File: src/rtl/core/gtr2x_ram.sv
// ----------------------------------------------------------------------------
// gtr2x_ram
// Simple dual-port RAM: one write port, one read port with registered data.
// ----------------------------------------------------------------------------
module gtr2x_ram #(
   parameter  int WIDTH = 16,
   parameter  int DEPTH = 16,
   localparam int AW    = (DEPTH > 1) ? $clog2(DEPTH) : 1
) (
   input  logic             clock,
   input  logic             wr_en,
   input  logic [AW-1:0]    wr_addr,
   input  logic [WIDTH-1:0] wr_data,
   input  logic             rd_en,
   input  logic [AW-1:0]    rd_addr,
   output logic [WIDTH-1:0] rd_data
);

   logic [WIDTH-1:0] mem_ff [DEPTH];
   logic [WIDTH-1:0] rd_data_ff;

   // write port
   always_ff @(posedge clock) begin
      if (wr_en) begin
         mem_ff[wr_addr] <= wr_data;
      end
   end

   // read port, data held until the next read
   always_ff @(posedge clock) begin
      if (rd_en) begin
         rd_data_ff <= mem_ff[rd_addr];
      end
   end

   assign rd_data = rd_data_ff;

endmodule
File: config.mk
export PLATFORM = sky130hd
export DESIGN_NAME = gtr2x_ram
export DESIGN_NICKNAME = d
export VERILOG_FILES = /design/src/rtl/core/gtr2x_ram.sv
export SDC_FILE = /design/constraint.sdc
export NUM_CORES = 1
export LEC_CHECK = 0
export BUFFER_PORTS_ARGS = -buffer_cell sky130_fd_sc_hd__buf_4
export CORE_AREA = 3 3 175 177
export CTS_CLUSTER_DIAMETER = 30
export CTS_CLUSTER_SIZE = 30
export DETAILED_ROUTE_END_ITERATION = 8
export DIE_AREA = 0 0 178 180
export PLACE_DENSITY = 0.57
export RECOVER_POWER = 100
export SYNTH_ARGS = -nofsm -noshare
export SYNTH_HDL_FRONTEND = slang
export SYNTH_SLANG_ARGS = --single-unit
File: constraint.sdc
create_clock -name clock -period 5.74 [get_ports clock]
set_input_delay 0.861 -clock clock [delete_from_list [all_inputs] [get_ports clock]]
set_output_delay 0.861 -clock clock [all_outputs]
set_load 0.05 [all_outputs]
==> flow_summary.ini, run 1 <==
[run_status]
status = finished with violations
violations = capacitance limit, slew limit

[timing]
rsz0062_at_grt = no
tightest_slew_ns = 2.06
slew_viol_final = 172
finalSetupViolCount = 0
max-slew-margin-rel_pct = -37.6
hold_viol = 0
fin_tns_setup_ns = 0
finalCritPeriodShare_pct = 58.3
finalClockSkew_ns = 0.0160
final.min_clock_period_ns = 3.35
max_freq_ghz = 0.299

[die]
die-area_mm2 = 0.0320
die_y_um = 180
ioPinCount = 43
core_area_mm2 = 0.0294
rows = 63
fp.dieW_um = 178
initial_core_util_pct = 34.7

[cells_and_area]
drive_gt1_share_pct = 25.8
stdcell_count = 949
final_nets = 550
syn_to_final_growth_pct = 22.2
antenna_cells = 0

[global_route]
overflow = 0
grt_antenna_before_repair = 0
grt_max_degree = 65
grt_pass1_wl_um = 32700
grt_pass1_vias = 5120
track_usage_pct = 13.9

[setup_path]
r2r_start = mem_ff[8][6]
cpPeakStageDelay_ns = 1.40
cp_top_family = buffers and inverters
ff2ff_path_depth = 3
rrSetupSlack_ns = 4.31
start_kind = input port
worstSetupPathType = in2reg
crit_arrival_ns = 3.63
reg2reg_to = rd_data[6]
cp_slowest_cell = clkbuf_2
critPathBufInv = 2
required_ns = 6.02
path_cells = clkbuf_2 -> buf_4 -> mux4_1 -> a22oi_1 -> nand2_1
critical_path.max_fanout = 52
end_kind = flop

[run]
max-cap-violations = 10

[power_and_ir_drop]
leakagePower_uw = 0.00398
power_density_mw_per_mm2 = 421
peakVddDrop_v = 0.000208

[logic_synthesis]
yosys.cell_types.count = 18
yosys_most_used_dff = edfxtp_1
ys_seq_area_share_pct = 80.0
ys_ff_latch = 272
synth_cells = 432
synth_top_area_share_pct = 80.0
synth_fp_nets = 459
yosysMostFrequentCell = edfxtp_1
synth-edff-count = 272
synthArstFlopShare_pct = 0
syn_area_mm2 = 0.0102
synth_area_leaders = edfxtp_1 80%, mux4_2 12%, mux4_1 2.6%
synth_largest_area_cell = edfxtp_1
yosysWarnings = 0
synth_common_cells = 272 x edfxtp_1, 54 x mux4_2, 32 x a22oi_1
synth.avg_cell_area_um2 = 23.6

[min_path]
hold_path_end = rd_data[14]
hold_path.startpoint = mem_ff[15][14]
hp-class = reg2reg
holdPathStages = 3

[cts]
cts_setup_buffers = 0
clock_latency_ns = 0.53
post_cts.resized_instances = 0
ctsHtreeMaxLevel = 2
ctsHoldBuffers = 0
cts_max_path_buffers = 3
cts-root-buf = clkbuf_16
cts.sinks = 272
cts_buffers = 51
clkTransAtPathRegs_ns = 0.05
cts_tree = yes

[placement]
placedCellCount = 860
port_buffers = 42
dp_hpwl_um = 11100
routabilityCongestion = 0.684

[route]
routedWlPerCell_um = 22.9
drc_errors = 0
postRouteAntennaNets = 0
drt_pre_antenna_iters = 5
viasPerCell = 5.05
num_vias = 4788
drt_iter0_drc = 448
drt-total-wl_um = 21800
-- per-layer routing --
layer  GRT usage [%]  up-vias  wire, um
li1                -     2052         -
met1            20.8     2539      9990
met2            20.2      155      9960
met3            2.98       42      1330
met4            4.68        0       478
met5               0        -         0
-- power by group --
group | internal (uW) | total [uW] | switching (uW)
logic | 74.1 | 215 | 141
registers | 2250 | 2260 | 12.6
clock network | 1870 | 2780 | 904
-- state kept, by name, summed over array words and instances (netlist names) --
signal / flops
mem_ff: 256
rd_data: 16
-- worst register-to-register path, cell delays in order (launching register included) --
cell and delay [ns]:
edfxtp_1 0.35, mux4_1 0.49, a22oi_1 0.23, nand2_1 0.10
-- per-stage QoR --
stage               hold WS [ns]  setup slack, ns  instance area (um2)  power, uW  util, %
finish                     0.733             2.39                12500       5250     42.4
global route               0.766             1.93                12500       5430     42.4
CTS                        0.602             3.04                12700       5330     43.1
detailed placement         0.736             2.48                11100       2530     37.6
global placement           0.719             2.47                11100       2520     37.6
floorplan                  0.710             2.82                10200       2430        -
-- how the worst max path moves through the flow --
| stage | depth (start not counted) | endpoint | start | slack, ns |
|---|---|---|---|---|
| floorplan | 2 | mem_ff[0][0] | wr_addr[2] | 2.82 |
| global placement | 5 | rd_data[10] | rd_addr[0] | 2.47 |
| detailed placement | 5 | rd_data[10] | rd_addr[0] | 2.48 |
| CTS | 5 | rd_data[10] | rd_addr[0] | 3.04 |
| global route | 5 | rd_data[9] | rd_addr[0] | 1.93 |
| finish | 5 | rd_data[10] | rd_addr[0] | 2.39 |
-- cell families after synthesis --
family,count (synthesis),synth area share (%)
simple gates,43,1.89
mux,64,14.5
buf+inv,21,1.21
compound gates,32,2.35
flops,272,80.0
-- final cells by class --
class / count / area, um2
tap: 390 / 488
sequential: 272 / 8170
fill: 2543 / 16900
multi-input combinational: 139 / 1930
clock buffer: 60 / 1310
timing repair buffer: 59 / 264
clock inverter: 29 / 307
-- layout by cell type (no fill, tap or decap), drive strengths merged --
master    instances
a22oi            32
and2              1
buf              11
bufinv            6
clkbuf          108
clkinv           18
clkinvlp          3
edfxtp          272
inv               2
mux4             64
nand2            17
nand2b            2
nand3             1
nand3b            2
nor2             13
nor2b             2
nor3              4
or3b              1
Power figures use the tool's default switching activity.
==> run 2: changes to the inputs <==
==> constraint.sdc (replaced) <==
create_clock -name clock -period 3.2 [get_ports clock]
set_input_delay 0.48 -clock clock [delete_from_list [all_inputs] [get_ports clock]]
set_output_delay 0.48 -clock clock [all_outputs]
set_load 0.05 [all_outputs]
==> run 2 against run 1 <==
The flow still finishes with violations (capacitance limit, slew limit). Clock skew rose by 0.0024 ns. Hold slack got worse by 0.30 ns. Combinational power increased by 83%. Critical path depth shrank 1. Total power is 88% higher. Sequential cell count unchanged. Die area is the same. Wire length grew 4.1%. Design area rose by 1.8%. Cell count rose by 1.5%. Sequential share of layout area decreased by 1.2 points. Sequential power rose by 79%. Critical endpoint is now mem_ff[15][2]. Largest cell class unchanged. Largest power group unchanged.
==> flow_summary.ini, run 2 (synthesis gave the netlist of run 1 again) <==
[cts]
cts_buffers = 52
cts_setup_buffers = 0
ctsHtreeMaxLevel = 2
clock_latency_ns = 0.54
clkTransAtPathRegs_ns = 0.05
cts-root-buf = clkbuf_16
post_cts.resized_instances = 0
cts_tree = yes
ctsHoldBuffers = 0
cts_max_path_buffers = 3
cts.sinks = 272

[setup_path]
r2r_start = mem_ff[1][3]
rrSetupSlack_ns = 1.75
cpPeakStageDelay_ns = 0.83
end_kind = flop
crit_start = wr_addr[0]
required_ns = 3.34
critical_path.max_fanout = 10
crit_arrival_ns = 2.46
cp_slowest_cell = clkbuf_1
worstSetupPathType = in2reg
reg2reg_to = rd_data[3]
path_cells = clkbuf_1 -> nand2_1 -> nor2_1 -> clkbuf_1
start_kind = input port
ff2ff_path_depth = 3
crit_top_cell = clkbuf_1

[die]
fp.dieW_um = 178
ioPinCount = 43
die-area_mm2 = 0.0320
rows = 63
initial_core_util_pct = 34.7
die_y_um = 180
core_area_mm2 = 0.0294

[global_route]
grt_max_degree = 34
grt_antenna_before_repair = 0
track_usage_pct = 14.2
overflow = 0
grt_pass1_vias = 5321
grt_pass1_wl_um = 33300

[min_path]
hp-class = in2reg
hold_path_end = mem_ff[10][14]
holdPathStages = 1
hold_path.startpoint = wr_data[14]

[timing]
tightest_slew_ns = 1.74
fin_tns_setup_ns = 0
finalClockSkew_ns = 0.0184
finalCritPeriodShare_pct = 72.7
final.min_clock_period_ns = 2.33
slew_viol_final = 85
max-slew-margin-rel_pct = -15.9
max_freq_ghz = 0.430
finalSetupViolCount = 0
rsz0062_at_grt = no
holdWs_ns = 0.433
hold_viol = 0

[cells_and_area]
antenna_cells = 0
largest_register_ffs = 256
drive_gt1_share_pct = 28.1
top_register = mem_ff
syn_to_final_growth_pct = 24.4
final_nets = 558
final_common_cell = edfxtp_1
final_cell_mix = 272 x edfxtp_1, 56 x clkbuf_1, 54 x mux4_2, 53 x clkbuf_16, 32 x a22oi_1

[run]
max-cap-violations = 5

[placement]
port_buffers = 42
dp_hpwl_um = 11700
routabilityCongestion = 0.705

[route]
drc_errors = 0
drt_iter0_drc = 440
drt-total-wl_um = 22700
routedWlPerCell_um = 23.5
drt_pre_antenna_iters = 4
viasPerCell = 5.08
num_vias = 4892
postRouteAntennaNets = 0

[power_and_ir_drop]
leakagePower_uw = 0.00407
peakVddDrop_v = 0.000432
power_density_mw_per_mm2 = 779

[run_status]
violations = capacitance limit, slew limit
status = finished with violations
run 2: changes by cell type in the layout (fill, tap and decap cells not counted), moves of 3 or more:
| cell | delta |
|---|---|
| inv_6 | +3 |
| buf_4 | -3 |
| clkinv_4 | +4 |
| clkinvlp_4 | +5 |
| clkinv_1 | -4 |
run 2: routing by layer:
layer	global-route usage [%]	part of all wire (%)	vias to the layer above
met5	0	0	-
met4	4.43	2.1	0
met3	3.74	9.0	42
met2	20.3	45	185
met1	21.4	44	2590
li1	-	-	2075
run 2: critical path, delay by kind of cell:
kind,cells,cell delay [ns]
and+or+nand+nor,2,0.91
buffers and inverters,2,1.07
run 2: per-stage QoR:
step                setup slack (ns)  area [um2]  total power, uW  utilization, %  std cells
detailed placement             0.796       11100             4550            37.9        867
floorplan                      0.665       10200             4360               -        432
global placement               0.809       11100             4530            37.9        867
CTS                             1.36       12900            10000            44.0        963
global route                   0.647       12700            10200            43.2        963
finish                         0.875       12700             9890            43.2        963
run 2: final cells by class:
cell class,count,area [um2]
clock buffers,55,1330
well taps,390,488
fillers,2509,16700
flip-flops and latches,272,8170
repair buffers,66,313
clock inverters,41,460
multi-input cells,139,1930
run 2: where the power goes:
part | total [uW] | leakage, uW | switching [uW] | internal, uW
logic | 394 | 0.000748 | 260 | 134
clock network | 5450 | 0.000853 | 1780 | 3670
registers | 4050 | 0.00247 | 22.0 | 4030
total | 9890 | 0.00407 | 2060 | 7830
run 2: worst max-delay path by stage:
stage / endpoint / cells past startpoint
after global placement: rd_data[10] / 5
after global routing: rd_data[0] / 5
after detailed placement: rd_data[9] / 5
after CTS: rd_data[9] / 5
after floorplan: mem_ff[0][0] / 2
final: mem_ff[15][2] / 4
